### src/rtl/afftb_pkg.sv
`timescale 1ns / 1ps
`default_nettype none
// ----------------------------------------------------------------------------
// afftb_pkg
// Shared types, constants and the arctangent table for the 2D affine
// transform builder.
// ----------------------------------------------------------------------------
package afftb_pkg;

  localparam int CordicSteps = 16;
  localparam int CordicW     = 34;   // Q2.30 with guard bits
  localparam int TrigW       = 17;   // Q1.15, +1.0 must be exact
  localparam int LinW        = 24;   // Q8.16
  localparam int CoordW      = 32;   // Q16.16
  localparam int ScaleW      = 16;   // Q8.8
  localparam int AngleW      = 16;
  localparam int StepIdxW    = $clog2(CordicSteps);

  localparam logic signed [CordicW-1:0] CordicX0 = 34'sd652032874;

  typedef struct packed {
    logic signed [CordicW-1:0] x;
    logic signed [CordicW-1:0] y;
    logic signed [CordicW-1:0] z;
  } cordic_t;

  // data that rides alongside the rotation
  typedef struct packed {
    logic [1:0]               quad;
    logic signed [CoordW-1:0] pos_x;
    logic signed [CoordW-1:0] pos_y;
    logic signed [ScaleW-1:0] scale_x;
    logic signed [ScaleW-1:0] scale_y;
    logic signed [CoordW-1:0] anchor_x;
    logic signed [CoordW-1:0] anchor_y;
  } side_t;

  typedef struct packed {
    logic signed [LinW-1:0] mxx;
    logic signed [LinW-1:0] mxy;
    logic signed [LinW-1:0] myx;
    logic signed [LinW-1:0] myy;
  } lin_t;

  function automatic logic signed [CordicW-1:0] atan_val(input logic [StepIdxW-1:0] idx);
    logic signed [CordicW-1:0] v;
    case (idx)
      4'd0:    v = 34'sd536870912;
      4'd1:    v = 34'sd316933406;
      4'd2:    v = 34'sd167458907;
      4'd3:    v = 34'sd85004756;
      4'd4:    v = 34'sd42667331;
      4'd5:    v = 34'sd21354465;
      4'd6:    v = 34'sd10679838;
      4'd7:    v = 34'sd5340245;
      4'd8:    v = 34'sd2670163;
      4'd9:    v = 34'sd1335087;
      4'd10:   v = 34'sd667544;
      4'd11:   v = 34'sd333772;
      4'd12:   v = 34'sd166886;
      4'd13:   v = 34'sd83443;
      4'd14:   v = 34'sd41722;
      4'd15:   v = 34'sd20861;
      default: v = '0;
    endcase
    return v;
  endfunction

endpackage

`default_nettype wire

### src/rtl/afftb_lin.sv
`timescale 1ns / 1ps
`default_nettype none
// ----------------------------------------------------------------------------
// afftb_lin
// Rounds the CORDIC vector to Q1.15, folds in the quadrant, then forms the
// four scaled linear entries with rounding and saturation. Three stages.
// ----------------------------------------------------------------------------
module afftb_lin (
  input  wire                  clk,
  input  wire                  rst_n,
  input  wire                  vld_in,
  input  wire  afftb_pkg::cordic_t vec_in,
  input  wire  afftb_pkg::side_t   side_in,
  output logic                 vld_out,
  output afftb_pkg::lin_t      lin_out,
  output afftb_pkg::side_t     side_out
);
  import afftb_pkg::*;

  localparam logic signed [CordicW-1:0] QHalf   = 34'sd16384;
  localparam logic signed [CordicW-1:0] QMax    = 34'sd32768;
  localparam logic signed [CordicW-1:0] QMin    = -34'sd32768;
  localparam logic signed [33:0]        LinRnd  = 34'sd64;
  localparam logic signed [33:0]        LinMax  = 34'sd8388607;
  localparam logic signed [33:0]        LinMin  = -34'sd8388608;

  function automatic logic signed [TrigW-1:0] to_q15(input logic signed [CordicW-1:0] v);
    logic signed [CordicW-1:0] t;
    t = (v + QHalf) >>> 15;
    if (t > QMax)      return QMax[TrigW-1:0];
    else if (t < QMin) return QMin[TrigW-1:0];
    else               return t[TrigW-1:0];
  endfunction

  function automatic logic signed [LinW-1:0] lin_sat(input logic signed [33:0] p);
    logic signed [33:0] t;
    t = (p + LinRnd) >>> 7;
    if (t > LinMax)      return LinMax[LinW-1:0];
    else if (t < LinMin) return LinMin[LinW-1:0];
    else                 return t[LinW-1:0];
  endfunction

  // stage 1: trig values
  logic                      v1_r;
  logic signed [TrigW-1:0]   cos_r, sin_r, cos_nxt, sin_nxt;
  logic signed [TrigW-1:0]   c_q, s_q;
  side_t                     side1_r;
  // stage 2: raw products
  logic                      v2_r;
  logic signed [33:0]        pxx_r, pxy_r, pyx_r, pyy_r;
  logic signed [TrigW:0]     nsin;
  side_t                     side2_r;
  // stage 3: rounded entries
  logic                      v3_r;
  lin_t                      lin_r, lin_nxt;
  side_t                     side3_r;

  always_comb begin
    c_q = to_q15(vec_in.x);
    s_q = to_q15(vec_in.y);
    case (side_in.quad)
      2'd0:    begin cos_nxt = c_q;  sin_nxt = s_q;  end
      2'd1:    begin cos_nxt = -s_q; sin_nxt = c_q;  end
      2'd2:    begin cos_nxt = -c_q; sin_nxt = -s_q; end
      2'd3:    begin cos_nxt = s_q;  sin_nxt = -c_q; end
      default: begin cos_nxt = c_q;  sin_nxt = s_q;  end
    endcase
  end

  assign nsin = -{sin_r[TrigW-1], sin_r};

  always_comb begin
    lin_nxt.mxx = lin_sat(pxx_r);
    lin_nxt.mxy = lin_sat(pxy_r);
    lin_nxt.myx = lin_sat(pyx_r);
    lin_nxt.myy = lin_sat(pyy_r);
  end

  always_ff @(posedge clk) begin
    if (!rst_n) begin
      v1_r <= 1'b0;
      v2_r <= 1'b0;
      v3_r <= 1'b0;
    end else begin
      v1_r <= vld_in;
      v2_r <= v1_r;
      v3_r <= v2_r;
    end
  end

  always_ff @(posedge clk) begin
    cos_r   <= cos_nxt;
    sin_r   <= sin_nxt;
    side1_r <= side_in;
    pxx_r   <= 34'(side1_r.scale_x) * 34'(cos_r);
    pxy_r   <= 34'(side1_r.scale_x) * 34'(sin_r);
    pyx_r   <= 34'(side1_r.scale_y) * 34'(nsin);
    pyy_r   <= 34'(side1_r.scale_y) * 34'(cos_r);
    side2_r <= side1_r;
    lin_r   <= lin_nxt;
    side3_r <= side2_r;
  end

  assign vld_out  = v3_r;
  assign lin_out  = lin_r;
  assign side_out = side3_r;

  property p_trig_range;
    @(posedge clk) disable iff (!rst_n)
      v1_r |-> (cos_r <= 17'sd32768 || cos_r == -17'sd32768) && cos_r >= -17'sd32768;
  endproperty
  a_trig_range: assert property (p_trig_range) else $error("cos out of unit range");

endmodule

`default_nettype wire

### config.mk
export PLATFORM = sky130hd
export DESIGN_NAME = afftb_lin
export DESIGN_NICKNAME = d
export VERILOG_FILES = /design/src/rtl/afftb_pkg.sv /design/src/rtl/afftb_lin.sv
export SDC_FILE = /design/constraint.sdc
export NUM_CORES = 2
export LEC_CHECK = 0
export ABC_AREA = 1
export BUFFER_PORTS_ARGS = -buffer_cell sky130_fd_sc_hd__buf_2
export CORE_MARGIN = 5
export CORE_UTILIZATION = 56
export DETAILED_ROUTE_END_ITERATION = 10
export GPL_ROUTABILITY_DRIVEN = 0
export HOLD_SLACK_MARGIN = 0.08
export PLACE_DENSITY_LB_ADDON = 0.25
export SYNTH_ARGS = -nofsm -noshare
export SYNTH_HDL_FRONTEND = slang
export SYNTH_SLANG_ARGS = --single-unit
### constraint.sdc
create_clock -name clk -period 6.4 [get_ports clk]
set_input_delay 0.96 -clock clk [delete_from_list [all_inputs] [get_ports clk]]
set_output_delay 0.96 -clock clk [all_outputs]
set_load 0.1 [all_outputs]
[Word-level counts from Yosys, hierarchy flattened]
Cells that the tools add are included.
W data, S select, Z words.
Storage, ports and cells
  output and inout bits: 259
  logic and storage cells: 73
  input bits: 267
  bits in registers: 752
Operators by class
  $mul: 4
  add/subtract/negate cells: 9
  multiplexer cells: 10
  equal/unequal tests: 3
  order comparisons: 12
  reductions and logical operators: 1
Operators with widths (count)
  $pmux W17 S4: 2
  $gt A27 B24 Y1 const B: 4
  $lt A27 B24 Y1 const B: 4
  $add A33 B8 Y34 const B: 3
  $mul A16 B17 Y33: 3
  $mux W24: 4
  $add A34 B16 Y34 const B: 2
  $mux W17: 4
  $gt A19 B17 Y1 const B: 2
  $lt A19 B16 Y1 const B: 2
  $add A34 B8 Y34 const B: 1
  $mul A16 B18 Y34: 1
  $neg A17 Y17: 2
  $neg A18 Y18: 1
  $eq A2 B2 Y1 const B: 2
  $eq A2 B1 Y1 const B: 1
  $logic_not A2 Y1: 1

[Depth between registers and ports, before layout]
  depth after elaboration: 6
  depth in mapped cells: 35
  depth with buffers taken out: 33

[Least setup slack after synthesis]
OpenSTA, ideal clock, no wires.
  path kind: register to register
  from: register sin_r[0]
  to: register pyx_r[30]
  stages on the path, launching flop included: 35
  data arrival time: 6.699 ns
  path slack: -0.371 ns
  buffers on the path: 2
  period minus slack after synthesis: 6.771 ns
  cells stage by stage: dfxtp_1 clkbuf_1 inv_1 ha_1 nand2_1 nor2_1 inv_1 nor2_1 nand2_1 o21ai_0 nand2_1 inv_1 clkbuf_1 nand2_1 fa_1 fa_1 inv_1 fa_1 inv_1 fa_1 inv_1 fa_1 fa_1 ha_1 nand2_1 nor2_1 nand2_1 o211ai_1 nand3_1 nand2_1 a21oi_1 o21ai_0 nand3_1 nand2_1 xor2_1
Between the ends
  longest elaborated chain between the ends: 2
RTL lines
  start: declaration: line afftb_lin.sv:45  | logic signed [TrigW-1:0] cos_r, sin_r, cos_nxt, sin_nxt;
  start signal: assignment: line afftb_lin.sv:93  | sin_r <= sin_nxt;
  $neg A18 Y18: line afftb_lin.sv:70  | assign nsin = -{sin_r[TrigW-1], sin_r};
  $mul A16 B18 Y34: line afftb_lin.sv:97  | pyx_r <= 34'(side1_r.scale_y) * 34'(nsin);
  end signal: assignment: line afftb_lin.sv:97
  end: declaration: line afftb_lin.sv:50  | logic signed [33:0] pxx_r, pxy_r, pyx_r, pyy_r;
No other way between the ends.
A chain may end at the register's enable or synchronous reset.

[Final worst setup path]
  from: register sin_r[0]
  to: register pyx_r[32]
The elaborated chain is that of the path after synthesis.

==> flow_summary.json <==
{
  "outcome": "finished, violations left",
  "violations": "negative setup slack",
  "pin_count": 526,
  "drv_cap": 0,
  "grt_max_degree": 37,
  "synth.area.top_cells": "fa_1 35%, dfxtp_1 23%, inv_1 11%",
  "worstPathArrival_ns": 6.98,
  "final_area_um2": 72600,
  "layout.cells.non_filler": 9407,
  "synth_area_leader_cell": "fa_1",
  "crit-reg2reg-launch": "sin_r[0]$_DFF_P_",
  "grt_usage_pct": 25.7,
  "layout.nets": 9560,
  "ys_seq_elements": 728,
  "grt_pass1_vias": 51180,
  "synthTopCellsByCount": "1820 x inv_1, 1595 x nand2_1, 1114 x fa_1",
  "clock_skew_ns": 0.0762,
  "grt_pass1_wl_mm": 252,
  "drt_first_pass_iters": 6,
  "post_dp_cell_area_um2": 68800,
  "period_minus_slack_ns": 6.42,
  "die_y_um": 346,
  "crit_slowest_cell": "fa_1",
  "drc": 0,
  "start_util_pct": 56.2,
  "die_w_um": 346,
  "grt_setup_unrepaired": "true",
  "viasPerCell": 5.10,
  "clock_path_buffers": 3,
  "numCtsBuffers": 75,
  "synth_nets": 8976,
  "synth_edf_count": 0,
  "cp_max_fo": 3,
  "cts_tree": "built",
  "antenna_found_initial": 2,
  "synth.top_cell.area_share_pct": 35.3,
  "synth_area_per_cell_um2": 8.69,
  "cp-startpoint": "sin_r[0]$_DFF_P_",
  "hold_depth": 0,
  "path_clk_slew_ns": 0.07,
  "clockRootBuffer": "clkbuf_16",
  "tightest_slew_ns": 1.11,
  "maxSlewHeadroom_pct": 25.7,
  "ys_seq_area_share_pct": 23.1,
  "coreArea_um2": 112000,
  "endpoint_kind": "register",
  "gr-total-overflow": 0,
  "drt-met1-wl_mm": 59.5,
  "layout-drive-gt1-share_pct": 14.5,
  "dr_wl_met2_mm": 76.9,
  "final.period_utilization_pct": 100,
  "hold_class": "reg -> reg",
  "max_freq_mhz": 156,
  "drtIter0Drc": 2815,
  "r2r_setup_slack_ns": -0.02,
  "placementRows": 123,
  "wl_per_cell_um": 16.2,
  "ys_dominant_reg_cell": "dfxtp_1",
  "vias": 47946,
  "fin_ws_ns": -0.0159,
  "wirelength_mm": 152,
  "die-area_um2": 119000,
  "top_layer": "met5",
  "wl_met3_mm": 9.74,
  "cp_common_cell": "fa_1",
  "yosysWarnings": 0,
  "required_ns": 6.97,
  "synth_most_common_cell": "inv_1",
  "cp-start-kind": "register",
  "dp.cells": 9248,
  "cts_max_level": 3,
  "crit_end": "pyx_r[32]$_DFF_P_",
  "cts.sinks": 728,
  "hold_buffers": 0,
  "postRouteAntennaNets": 0,
  "crit_type": "reg -> reg",
  "hold_viol": 0,
  "ys_types": 60,
  "placement.io_buffers": 463,
  "rr_worst_depth": 30,
  "slew_viol_final": 0,
  "setup_violations": 2,
  "async_flop_share_pct": 0,
  "area_growth_pct": 15.1,
  "netlist_area_um2": 63100,
  "insertion_delay_ns": 0.69,
  "reg2reg_to": "pyx_r[32]$_DFF_P_",
  "cpPeakStageDelay_ns": 0.54,
  "place.detailed.hpwl_mm": 123,
  "syn_inst": 7260
}
## layout make-up
| type | count | area [µm²] |
|---|---|---|
| multi-input cells | 4453 | 41500 |
| fillers | 9105 | 39600 |
| flip-flops and latches | 728 | 14600 |
| inverters | 1838 | 6920 |
| repair buffers | 748 | 4960 |
| clock buffers | 99 | 2120 |
| well taps | 1500 | 1880 |
| clock inverters | 40 | 609 |
| diodes | 1 | 2.50 |
## per-stage QoR
step	setup WS, ns	hold slack [ns]	utilization, %	TNS (ns)
after floorplan	-0.00921	0.310	-	-0.0105
after global placement	-0.193	0.309	61.3	-1.52
after detailed placement	-0.284	0.312	61.3	-2.30
after CTS	0.000890	0.311	63.9	0
after global routing	-0.317	0.323	64.7	-2.26
final	-0.0159	0.317	64.7	-0.0214
## worst min path at each step
stage | to | startpoint
after global routing | side_out[65]$_DFF_P_ | side2_r[65]$_DFF_P_
after CTS | side_out[93]$_DFF_P_ | side2_r[93]$_DFF_P_
after floorplan | side2_r[0]$_DFF_P_ | side1_r[0]$_DFF_P_
final | side_out[93]$_DFF_P_ | side2_r[93]$_DFF_P_
after global placement | side2_r[118]$_DFF_P_ | side1_r[118]$_DFF_P_
after detailed placement | side2_r[0]$_DFF_P_ | side1_r[0]$_DFF_P_
## flip-flops by register name, summed over array words and instances, names as in the netlist, 17 cells and up
| register | count |
|---|---|
| lin_out | 96 |
| pyx_r | 28 |
| pyy_r | 27 |
| sin_r | 17 |
| cos_r | 17 |
| pxx_r | 27 |
| side_out | 162 |
| side1_r | 162 |
| pxy_r | 27 |
| side2_r | 162 |
## cells by family after synthesis
| logic type | synth area share [%] |
|---|---|
| simple gates | 15.2 |
| buf+inv | 12.5 |
| fa+ha+maj | 42.0 |
| flops | 23.1 |
| compound gates | 3.69 |
| xor+xnor | 3.54 |
## routing by layer
layer,track usage (%),vias up
li1,-,22280
met1,31.9,23604
met2,45.5,1652
met3,3.80,408
met4,9.62,2
met5,0,-
## critical path: cells and delay by family, from the launching register on
family                   cells  cell delay (ns)
adder cells (fa/ha/maj)      7             3.21
AND/OR/NAND/NOR             10             1.34
AO/OA/AOI/OAI                7             0.96
flip-flops                   1             0.36
buffers and inverters        5             0.33
XOR/XNOR                     1             0.15
## repair_timing
action,4_1_cts,5_1_grt
pin swaps,27,74
setup buffers,5,17
cloned,0,0
gates resized for setup,39,217
setup endpoints to repair,13,36
## cells in the final DEF (no fill, tap or decap), types with 10 or more instances in the layout
cell type,count
a21oi_2,13
o21ai_2,19
o21ai_0,119
nand4_1,70
nor2_1,350
nor3_1,42
inv_1,1797
ha_1,310
a21o_1,13
fa_1,1103
nor2_2,36
dfxtp_1,717
a21oi_4,10
inv_2,29
clkbuf_8,15
nor4_1,18
buf_12,34
o31ai_1,10
o21bai_1,10
o211ai_1,11
xor2_1,171
buf_4,229
nand2_2,35
fa_2,11
ha_4,23
clkbuf_16,75
nand3_1,155
buf_2,463
nand2_1,1564
nor2_4,15
xnor2_1,80
o21ai_1,26
nand2_4,10
a21oi_1,133
buf_6,22
Power is not shown: default switching activity piles up to over one toggle a cycle in this logic, so the estimate is an artifact.
