===== src/rtl/afftb_pkg.sv =====
`timescale 1ns / 1ps
`default_nettype none
// ----------------------------------------------------------------------------
// afftb_pkg
// Shared types, constants and the arctangent table for the 2D affine
// transform builder.
// ----------------------------------------------------------------------------
package afftb_pkg;

  localparam int CordicSteps = 16;
  localparam int CordicW     = 34;   // Q2.30 with guard bits
  localparam int TrigW       = 17;   // Q1.15, +1.0 must be exact
  localparam int LinW        = 24;   // Q8.16
  localparam int CoordW      = 32;   // Q16.16
  localparam int ScaleW      = 16;   // Q8.8
  localparam int AngleW      = 16;
  localparam int StepIdxW    = $clog2(CordicSteps);

  localparam logic signed [CordicW-1:0] CordicX0 = 34'sd652032874;

  typedef struct packed {
    logic signed [CordicW-1:0] x;
    logic signed [CordicW-1:0] y;
    logic signed [CordicW-1:0] z;
  } cordic_t;

  // data that rides alongside the rotation
  typedef struct packed {
    logic [1:0]               quad;
    logic signed [CoordW-1:0] pos_x;
    logic signed [CoordW-1:0] pos_y;
    logic signed [ScaleW-1:0] scale_x;
    logic signed [ScaleW-1:0] scale_y;
    logic signed [CoordW-1:0] anchor_x;
    logic signed [CoordW-1:0] anchor_y;
  } side_t;

  typedef struct packed {
    logic signed [LinW-1:0] mxx;
    logic signed [LinW-1:0] mxy;
    logic signed [LinW-1:0] myx;
    logic signed [LinW-1:0] myy;
  } lin_t;

  function automatic logic signed [CordicW-1:0] atan_val(input logic [StepIdxW-1:0] idx);
    logic signed [CordicW-1:0] v;
    case (idx)
      4'd0:    v = 34'sd536870912;
      4'd1:    v = 34'sd316933406;
      4'd2:    v = 34'sd167458907;
      4'd3:    v = 34'sd85004756;
      4'd4:    v = 34'sd42667331;
      4'd5:    v = 34'sd21354465;
      4'd6:    v = 34'sd10679838;
      4'd7:    v = 34'sd5340245;
      4'd8:    v = 34'sd2670163;
      4'd9:    v = 34'sd1335087;
      4'd10:   v = 34'sd667544;
      4'd11:   v = 34'sd333772;
      4'd12:   v = 34'sd166886;
      4'd13:   v = 34'sd83443;
      4'd14:   v = 34'sd41722;
      4'd15:   v = 34'sd20861;
      default: v = '0;
    endcase
    return v;
  endfunction

endpackage

`default_nettype wire


===== src/rtl/afftb_cordic_cell.sv =====
`timescale 1ns / 1ps
`default_nettype none
// ----------------------------------------------------------------------------
// afftb_cordic_cell
// One rotation-mode CORDIC micro-rotation, registered. Cells are chained;
// each hands its vector, residual angle and sideband to the next every cycle.
// ----------------------------------------------------------------------------
module afftb_cordic_cell (
  input  wire                                    clk,
  input  wire                                    rst_n,
  input  wire  [afftb_pkg::StepIdxW-1:0]         step_idx,
  input  wire                                    vld_in,
  input  wire  afftb_pkg::cordic_t               vec_in,
  input  wire  afftb_pkg::side_t                 side_in,
  output logic                                   vld_out,
  output afftb_pkg::cordic_t                     vec_out,
  output afftb_pkg::side_t                       side_out
);
  import afftb_pkg::*;

  logic                       vld_r;
  cordic_t                    vec_r, vec_nxt;
  side_t                      side_r;
  logic signed [CordicW-1:0]  dx, dy, ang;

  always_comb begin
    dx  = vec_in.x >>> step_idx;
    dy  = vec_in.y >>> step_idx;
    ang = atan_val(step_idx);
    if (!vec_in.z[CordicW-1]) begin
      vec_nxt.x = vec_in.x - dy;
      vec_nxt.y = vec_in.y + dx;
      vec_nxt.z = vec_in.z - ang;
    end else begin
      vec_nxt.x = vec_in.x + dy;
      vec_nxt.y = vec_in.y - dx;
      vec_nxt.z = vec_in.z + ang;
    end
  end

  always_ff @(posedge clk) begin
    if (!rst_n) begin
      vld_r <= 1'b0;
    end else begin
      vld_r <= vld_in;
    end
  end

  always_ff @(posedge clk) begin
    vec_r  <= vec_nxt;
    side_r <= side_in;
  end

  assign vld_out  = vld_r;
  assign vec_out  = vec_r;
  assign side_out = side_r;

endmodule

`default_nettype wire


===== config.mk =====
export PLATFORM = sky130hd
export DESIGN_NAME = afftb_cordic_cell
export DESIGN_NICKNAME = d
export VERILOG_FILES = /design/src/rtl/afftb_pkg.sv /design/src/rtl/afftb_cordic_cell.sv
export SDC_FILE = /design/constraint.sdc
export NUM_CORES = 1
export LEC_CHECK = 0
export ABC_AREA = 1
export BUFFER_PORTS_ARGS = -buffer_cell sky130_fd_sc_hd__buf_4
export CORE_AREA = 2 2 209 211
export CTS_CLUSTER_SIZE = 12
export DETAILED_ROUTE_END_ITERATION = 12
export DIE_AREA = 0 0 211 213
export HOLD_SLACK_MARGIN = 0.06
export PLACE_DENSITY = 0.66
export REMOVE_ABC_BUFFERS = 1
export SLEW_MARGIN = 20
export SYNTH_ARGS = -nofsm -noshare
export SYNTH_HDL_FRONTEND = slang
export SYNTH_SLANG_ARGS = --single-unit

===== constraint.sdc =====
create_clock -name clk -period 8 [get_ports clk]
set_clock_uncertainty 0.15 [all_clocks]
set_input_delay 0.8 -clock clk [delete_from_list [all_inputs] [get_ports clk]]
set_output_delay 0.8 -clock clk [all_outputs]
set_load 0.03 [all_outputs]

# [Word level (Yosys, flattened, before mapping)]
# Memories as Yosys holds them, arrays and structs flattened.
# Index checks and enable logic that the tools add are counted.
[word_totals] ff_bits=265 rom_bits=480 out_inout_bits=265 wordCells=21 mem_count=1
[memory_table] memory="(name not given)" depth=16 word_bits=30 read_ports=1 rd_clocked_by_memory_dff=0 write_ports=0 line_no="afftb_pkg.sv:47" text="case (idx)"
[classes] n_addsub=6 n_shift=2 n_mux=1
[op_table] operator="34-bit adder" count=3
[op_table] operator="102-bit 2-to-1 mux" count=1
[op_table] operator="34-bit subtractor" count=3
[op_table] operator="34-bit by 4-bit >>> shifter with 34-bit output" count=2

# [Depth between registers and ports, before layout]
# Gate-level depths: netlist of run 1.
[logic_depth] depth_word=3 depth_mapped=32

# [Worst setup path after synthesis of run 1]
# Ideal clock, no wire load.
[synth_timing] kind="in2reg" from="input port step_idx[0] (netlist name)" to="register vec_r (netlist bit vec_out[33])" setup_time_ns=0.117 arrival_ns=4.236 t_required_ns=7.733 slack_ns=3.498 path_stages=27 cell_sequence="buf_6 inv_4 buf_6 buf_6 ha_1 o21ai_0 o21ai_1 a21oi_2 ha_1 nand3_1 nor2_1 nand2_1 nor3_2 or2_2 buf_2 xor2_1 inv_1 ha_1 nand2_1 nor4_1 nand3_1 nand3_1 nand2_1 o211ai_1 nand2_1 nand2_1 a21oi_1"
[synth_rtl] item="start: declaration" line_no="afftb_cordic_cell.sv:11" text="input wire [afftb_pkg::StepIdxW-1:0] step_idx,"
[synth_rtl] item="end signal: assignment" line_no="afftb_cordic_cell.sv:50" text="vec_r <= vec_nxt;"
[synth_rtl] item="end: declaration" line_no="afftb_cordic_cell.sv:22" text="cordic_t vec_r, vec_nxt;"

==> results of run 1 <==
## final cells by class
cell class	count	area, µm²	share of cell area
Multi-Input combinational cell	1983	10700	0.477
Inverter	215	815	0.0364
Clock inverter	4	56.3	0.00251
Tap cell	546	683	0.0305
Sequential cell	265	5310	0.237
Clock buffer	38	790	0.0353
Timing Repair Buffer	540	4050	0.181
## how the worst min path moves through the flow
stage | endpoint | slack [ps] | cells past startpoint
3_5_place_dp | side_out[28] | 760 | 1
4_1_cts | side_out[73] | 170 | 1
6_report | side_out[51] | 200 | 1
3_3_place_gp | side_out[94] | 750 | 1
5_1_grt | side_out[37] | 180 | 1
2_1_floorplan | side_out[0] | 680 | 0
## placed cells by master, fill, tap and decap left out, drive strengths merged, types with 38 or more instances in the layout
cell type,netlist,routed
nand3,371,371
nand2,747,747
xor2,102,102
buf,63,540
inv,214,215
dfxtp,265,265
xnor2,58,58
clkbuf,11,38
a21oi,138,138
ha,110,110
nor2,225,225
o21ai,96,96
## critical path: cells and delay by family
kind | cells | cell delay (ps)
adder cells (fa/ha/maj) | 3 | 960
AND/OR/NAND/NOR | 13 | 1930
buffers and inverters | 3 | 1090
XOR/XNOR | 1 | 150
AO/OA/AOI/OAI | 5 | 800
## flip-flops by register name (all words and copies together), names as in the netlist
register and flops:
vld_out 1, side_out 162, vec_out 102
## kinds of logic (layout without fill, tap and decap cells)
group,Yosys count,in the layout,share of synthesized area
flops,265,265,0.308
simple gates,1402,1402,0.352
compound gates,308,308,0.103
fa+ha+maj,113,113,0.0833
xor+xnor,160,160,0.0812
buf+inv,289,797,0.0729
## report_power, final
group	internal [W]	leakage, nW	switching, W	total [W]
clock	0.000713	0.407	0.000496	0.00121
combinational	0.000870	8.77	0.00162	0.00249
sequential	0.00159	2.24	0.0000787	0.00167
total	0.00317	11.4	0.00220	0.00537
## synth_stat cells (9+ instances only)
master and number:
a21o_1 19, a21oi_1 132, a31oi_1 12, buf_2 36, buf_6 12, clkbuf_1 11
dfxtp_1 265, ha_1 110, inv_1 202, inv_2 9, nand2_1 720, nand2_2 25
nand3_1 361, nand3_2 10, nand4_1 16, nor2_1 202, nor2_2 20, nor3_1 17
nor4_1 9, o21ai_0 75, o21ai_1 16, o21bai_1 11, xnor2_1 58, xor2_1 102
## stage by stage
| stage | hold WS, ps | util | area [µm²] |
|---|---|---|---|
| after floorplan | 678 | - | 16800 |
| after global placement | 755 | 0.505 | 21500 |
| after detailed placement | 756 | 0.505 | 21500 |
| after CTS | 172 | 0.524 | 22400 |
| after global routing | 180 | 0.524 | 22400 |
| final | 202 | 0.524 | 22400 |
## metal layers
metal	share of wire	GRT usage
met4	0.028	0.0828
met2	0.51	0.514
met1	0.40	0.343
met5	0.00020	0
met3	0.058	0.0312
==> impl_metrics.json, run 1 <==
{
  "antenna_cells": 0,
  "worst_path_max_delay_cell": "buf_4",
  "yosysWarnings": 0,
  "drtIter0Drc": 1495,
  "die_area_mm2": 0.0449,
  "slowest_delay_ps": 560,
  "synth_top_cell_area_share": 0.308,
  "fill_cells": 4342,
  "drt.antenna.violating_nets": 0,
  "synth_seq_cells": 265,
  "holdBufCountCts": 0,
  "h-tree-depth": 1,
  "wl_per_cell_um": 18.4,
  "synth_async_sr_flop_share": 0,
  "leakagePower_nw": 11.4,
  "max-slew-margin-rel": 0.376,
  "critPathKind": "in -> reg",
  "synth_area_leader_cell": "dfxtp_1",
  "worstSetupStartpointType": "primary input",
  "p_per_area_mw_per_mm2": 240,
  "crit_start": "step_idx[1]",
  "nets": 3417,
  "antenna_found_initial": 1,
  "end_kind": "register",
  "clkSinkCount": 265,
  "dp_hpwl_mm": 55.4,
  "status": "completed",
  "max_cap_violations": 0,
  "gr-total-overflow": 0,
  "hold_path_class": "in -> reg",
  "critical_path.max_fanout": 65,
  "layoutNonFillerInstCount": 3591,
  "period_minus_slack_ps": 5490,
  "synthTopCellsByArea": "dfxtp_1, nand2_1, nand3_1",
  "hold_violations": 0,
  "syn-instance-count": 2537,
  "grt_pass1_wl_mm": 97.8,
  "cts_tree": "yes",
  "power_w": 0.00537,
  "synth_cell_types": 51,
  "cp.arrival_ps": 5770,
  "cp.required_ps": 8280,
  "peakVddDrop_mv": 0.137,
  "fin_tns_setup_ps": 0,
  "core_mm2": 0.0427,
  "maxSlewViolCount": 0,
  "grt_max_degree": 76,
  "die_y_um": 213,
  "worstMarginPinSlew_ps": 936,
  "pin_count": 536,
  "cts-root-buf": "clkbuf_16",
  "cts_buffer_depth": 3,
  "crit_end": "vec_out[33]",
  "cts-resized-gates": 0,
  "grt_pass1_vias": 17600,
  "rows": 76,
  "cts_buffers": 28,
  "dieWidth_um": 211,
  "drc": 0,
  "syn_area_mm2": 0.0172,
  "vias": 18700,
  "min_period_over_period": 0.686,
  "synth_area_per_cell_um2": 6.80,
  "io_buffers": 535,
  "drive_gt1_frac": 0.220,
  "wirelength_mm": 66.1,
  "vias_per_cell": 5.22,
  "fin_ws_ps": 2510,
  "syn2layout_area_growth_pct": 29.8,
  "crit_top_cell": "nand2_1",
  "start_util": 0.404,
  "setup_viol": 0,
  "post_cts_buffers": 0,
  "clkSlewWorstSetupHoldPaths_ps": 60,
  "max_freq_ghz": 0.182,
  "place_congestion": 0.951,
  "post-place-ws_ps": 2020,
  "grt_usage": 0.280,
  "hp-start": "side_in[51]",
  "rsz0062_at_grt": "false",
  "dp_cells": 3549,
  "drt_first_pass_iters": 6,
  "synth_edf_count": 0,
  "synth_ff_type": "dfxtp_1",
  "yosysSeqAreaShare": 0.308
}
No activity file was read; power rests on OpenSTA's default activity.
==> inputs of run 2 (changes only) <==
--- a/config.mk
+++ b/config.mk
@@ -7,12 +7,12 @@
 export LEC_CHECK = 0
 export ABC_AREA = 1
 export BUFFER_PORTS_ARGS = -buffer_cell sky130_fd_sc_hd__buf_4
-export CORE_AREA = 2 2 209 211
+export CORE_AREA = 2 2 207 209
 export CTS_CLUSTER_SIZE = 12
 export DETAILED_ROUTE_END_ITERATION = 12
-export DIE_AREA = 0 0 211 213
+export DIE_AREA = 0 0 209 211
 export HOLD_SLACK_MARGIN = 0.06
-export PLACE_DENSITY = 0.66
+export PLACE_DENSITY = 0.67
 export REMOVE_ABC_BUFFERS = 1
 export SLEW_MARGIN = 20
 export SYNTH_ARGS = -nofsm -noshare
==> constraint.sdc (replaced) <==
create_clock -name clk -period 5.5 [get_ports clk]
set_clock_uncertainty 0.15 [all_clocks]
set_input_delay 0.55 -clock clk [delete_from_list [all_inputs] [get_ports clk]]
set_output_delay 0.55 -clock clk [all_outputs]
set_load 0.03 [all_outputs]
==> run 2 against run 1 <==
  * Hold slack lost 82 ps
  * Final cell count grew 5.3%
  * Sequential power grew 46%
  * Count of clock-buffer cells in the layout shrank 2
  * Non-clock buffer count grew 195
  * Critical endpoint is now vec_out[93]
  * Largest power group unchanged
==> impl_metrics.json, run 2 (same netlist as run 1, synthesis figures left out) <==
{
  "max_cap_violations": 0,
  "clkSinkCount": 265,
  "setup_viol": 0,
  "worstSetupStartpointType": "primary input",
  "period_minus_slack_ps": 4780,
  "grt_usage": 0.302,
  "layout_commonest_cell": "nand2_1",
  "cts_tree": "yes",
  "h-tree-depth": 1,
  "worst_path_max_delay_cell": "o21ai_0",
  "rsz0062_at_grt": "false",
  "place_congestion": 0.960,
  "wl_per_cell_um": 18.4,
  "critical_path.max_fanout": 50,
  "dieWidth_um": 209,
  "drt_first_pass_iters": 8,
  "drtIter0Drc": 1392,
  "rows": 75,
  "end_kind": "register",
  "max-slew-margin-rel": 0.387,
  "io_buffers": 535,
  "vias": 19500,
  "power_w": 0.00801,
  "cts_buffer_depth": 3,
  "fin_tns_setup_ps": 0,
  "hp-start": "vec_in[68]",
  "die_area_mm2": 0.0441,
  "grt_pass1_vias": 19100,
  "drt.antenna.violating_nets": 0,
  "cts-resized-gates": 0,
  "crit_start": "step_idx[1]",
  "vias_per_cell": 5.15,
  "cts-root-buf": "clkbuf_16",
  "p_per_area_mw_per_mm2": 329,
  "whs_ps": 119,
  "worstMarginPinSlew_ps": 920,
  "cts_buffers": 28,
  "start_util": 0.413,
  "leakagePower_nw": 12.3,
  "grt_max_degree": 65,
  "clkSlewWorstSetupHoldPaths_ps": 60,
  "critPathKind": "in -> reg",
  "hold_path_class": "in -> reg",
  "wirelength_mm": 69.4,
  "maxSlewViolCount": 0,
  "max_freq_ghz": 0.209,
  "gr-total-overflow": 0,
  "hold_violations": 0,
  "drc": 0,
  "cp.required_ps": 5770,
  "antenna_found_initial": 3,
  "fin_ws_ps": 723,
  "nets": 3612,
  "syn2layout_area_growth_pct": 40.9,
  "final_cell_mix": "nand2_1, buf_4, nand3_1, dfxtp_1, nor2_1",
  "post_cts_buffers": 0,
  "path_cells": "buf_4 > inv_4 > nor2_1 > a21oi_1 > nand3_1 > nand2_1 > ha_1 > nand3_2 > nor2_2 > inv_1 > o21ai_1 > xnor2_1 > inv_1 > ha_1 > nand2_1 > nor2_1 > inv_1 > o21ai_0 > a21oi_1 > o21ai_0 > a21oi_1 > xnor2_1",
  "dp_hpwl_mm": 55.5,
  "pin_count": 536,
  "slowest_delay_ps": 460,
  "min_period_over_period": 0.869,
  "core_mm2": 0.0418,
  "cp.arrival_ps": 5050,
  "post-place-ws_ps": 241,
  "drive_gt1_frac": 0.216,
  "die_y_um": 211,
  "status": "completed",
  "holdBufCountCts": 165,
  "peakVddDrop_mv": 0.249,
  "largest_reg_flops": 162,
  "grt_pass1_wl_mm": 105
}
run 2: final cells by class:
cell class                      instances  area, µm²
Clock inverter                          6       61.3
Timing Repair Buffer                  735       5980
Tap cell                              539        674
Inverter                              215        815
Antenna cell                            1       2.50
Sequential cell                       265       5310
Multi-Input combinational cell       1983      10700
Fill cell                            3979      17500
Clock buffer                           36        782
run 2: final timing paths:
kind                       to  slack (ps)  cells past startpoint
setup / recovery  vec_out[93]         720                     22
hold / removal    vec_out[68]         120                      2
run 2: through the flow:
step / instance area, µm² / utilization / instances
2_1_floorplan: 16800 / - / 2463
3_3_place_gp: 21800 / 0.522 / 3572
3_5_place_dp: 21800 / 0.522 / 3572
4_1_cts: 24300 / 0.582 / 3779
5_1_grt: 24300 / 0.582 / 3780
6_report: 24300 / 0.582 / 3780
run 2: worst max-delay path: cells and delay by family:
family	cells	cell delay, ps
compound gates	6	1610
simple gates	7	1150
buf+inv	5	840
fa+ha+maj	2	570
xor+xnor	2	290
run 2: report_power, final:
group / internal [W] / leakage [nW] / total [W] / switching, W
combinational: 0.00137 / 9.62 / 0.00380 / 0.00242
sequential: 0.00231 / 2.24 / 0.00243 / 0.000116
clock: 0.00103 / 0.419 / 0.00178 / 0.000746
run 2: layer usage:
| metal | up-vias | GRT usage | routed length (µm) |
|---|---|---|---|
| met1 | 8941 | 0.358 | 28000 |
| met2 | 697 | 0.559 | 34900 |
| met4 | 2 | 0.111 | 2690 |
| met5 | - | 0 | 12 |
| li1 | 9704 | - | - |
| met3 | 133 | 0.0349 | 3770 |
==> inputs of run 3 (changes only) <==
==> constraint.sdc (replaced) <==
create_clock -name clk -period 5.5 [get_ports clk]
set_clock_uncertainty 0.15 [all_clocks]
set_input_delay 1.1 -clock clk [delete_from_list [all_inputs] [get_ports clk]]
set_output_delay 1.1 -clock clk [all_outputs]
set_load 0.03 [all_outputs]
==> run 3 against run 2 <==
  * Fmax shrank 3.3%
  * Routed wire length fell by 4.3%
  * Total power is 0.55% higher
  * Setup slack got worse by 160 ps
  * Hold slack better by 380 ps
  * Final cell count shrank 3.7%
  * Core utilization fell by 3.2 points
  * First-iteration DRC count increased by 2.4%
  * Via count fell by 2.8%
  * Global-route usage fell by 1.5 points
  * Critical path depth grew 2
  * Highest routed layer unchanged
  * Largest power group unchanged
  * Sequential power about the same
==> impl_metrics.json, run 3 (same netlist as run 1, synthesis figures left out) <==
{
  "gr-total-overflow": 0,
  "dieWidth_um": 209,
  "path_delay_family": "simple AND/OR/NAND/NOR gates",
  "cts_buffers": 28,
  "cp.required_ps": 5840,
  "min_period_over_period": 0.899,
  "crit_start": "step_idx[1]",
  "leakagePower_nw": 11.8,
  "drtIter0Drc": 1426,
  "max_freq_ghz": 0.202,
  "io_buffers": 535,
  "drt.antenna.violating_nets": 0,
  "cts_tree": "yes",
  "cp.depth": 24,
  "post_cts_buffers": 0,
  "drt_first_pass_iters": 6,
  "dp_hpwl_mm": 55.9,
  "slowest_delay_ps": 540,
  "cp.arrival_ps": 5280,
  "peakVddDrop_mv": 0.222,
  "rows": 75,
  "grt_pass1_vias": 17900,
  "fill_cells": 4177,
  "design_area_mm2": 0.0230,
  "status": "completed",
  "dp_cells": 3595,
  "wirelength_mm": 66.4,
  "clkSinkCount": 265,
  "rsz0062_at_grt": "false",
  "critical_path.max_fanout": 14,
  "die_y_um": 211,
  "worst_path_max_delay_cell": "nor2_1",
  "cts-resized-gates": 0,
  "start_util": 0.413,
  "grt_max_degree": 67,
  "setup_viol": 0,
  "final_cell_mix": "nand2_1, buf_4, nand3_1, dfxtp_1, nor2_1",
  "multiInputGateArea_mm2": 0.0107,
  "hold_path_class": "in -> reg",
  "holdBufCountCts": 0,
  "critPathKind": "in -> reg",
  "regArea_mm2": 0.00531,
  "wl_per_cell_um": 18.2,
  "core_mm2": 0.0418,
  "post-place-ws_ps": 39.1,
  "h-tree-depth": 1,
  "clkSlewWorstSetupHoldPaths_ps": 70,
  "end_kind": "register",
  "syn2layout_area_growth_pct": 33.2,
  "grt_usage": 0.287,
  "die_area_mm2": 0.0441,
  "hold_violations": 0,
  "pin_count": 536,
  "drc": 0,
  "nets": 3470,
  "grt_pass1_wl_mm": 99.1,
  "largest_reg_flops": 162,
  "layoutNonFillerInstCount": 3642,
  "antenna_found_initial": 6,
  "worstMarginPinSlew_ps": 739,
  "path_cells": "buf_4 > nor2_1 > o21ai_0 > nor2_1 > inv_1 > nand3_1 > nand2_1 > nand3_1 > nor2_2 > buf_4 > nor2_1 > a21oi_1 > xnor2_1 > ha_1 > nand2_1 > nor2_1 > nand4_1 > o211ai_1 > a21oi_1 > o21ai_0 > buf_4 > nand2_1 > nand2_1 > xor2_1",
  "maxSlewViolCount": 0,
  "crit_end": "vec_out[65]",
  "p_per_area_mw_per_mm2": 350,
  "fin_ws_ps": 558,
  "cts_buffer_depth": 3,
  "max-slew-margin-rel": 0.502,
  "fin_tns_setup_ps": 0,
  "vias": 18900,
  "dpl-instance-area_mm2": 0.0220,
  "period_minus_slack_ps": 4940,
  "layout_commonest_cell": "nand2_1",
  "drive_gt1_frac": 0.235,
  "place_congestion": 0.948,
  "path_buf_inv": 4,
  "max_cap_violations": 0,
  "vias_per_cell": 5.20,
  "worstSetupStartpointType": "primary input",
  "cts-root-buf": "clkbuf_16"
}
==> run 3: final cells by class <==
type	count	share of cell area
well taps	539	0.0294
clock inverters	5	0.00327
flip-flops and latches	265	0.231
repair buffers	593	0.199
multi-input cells	1983	0.465
clock buffers	39	0.0367
inverters	215	0.0354
diodes	3	0.000327
==> run 3: how the worst min path moves through the flow <==
| stage | startpoint | slack, ps | depth (start not counted) | endpoint |
|---|---|---|---|---|
| finish | side_in[0] | 500 | 1 | side_out[0] |
| global route | side_in[0] | 480 | 1 | side_out[0] |
| CTS | side_in[0] | 470 | 1 | side_out[0] |
| detailed placement | side_in[31] | 1060 | 1 | side_out[31] |
| global placement | side_in[30] | 1050 | 1 | side_out[30] |
| floorplan | side_in[0] | 980 | 0 | side_out[0] |
==> run 3: through the flow <==
step	util	power (W)	hold slack, ps
global route	0.550	0.00847	477
finish	0.550	0.00805	500
CTS	0.550	0.00810	475
floorplan	-	0.00471	978
global placement	0.528	0.00617	1050
detailed placement	0.528	0.00617	1060
==> run 3: power by group <==
group	leakage [nW]	switching (W)	internal, W
registers	2.24	0.000120	0.00231
logic	9.06	0.00238	0.00133
clock network	0.457	0.000759	0.00114
==> run 3: routing by layer <==
| layer | wire length [µm] | global-route usage | vias up |
|---|---|---|---|
| met2 | 33100 | 0.519 | 686 |
| met5 | 37 | 0 | - |
| met1 | 27500 | 0.349 | 8681 |
| li1 | - | - | 9426 |
| met4 | 2270 | 0.103 | 6 |
| met3 | 3550 | 0.0354 | 129 |
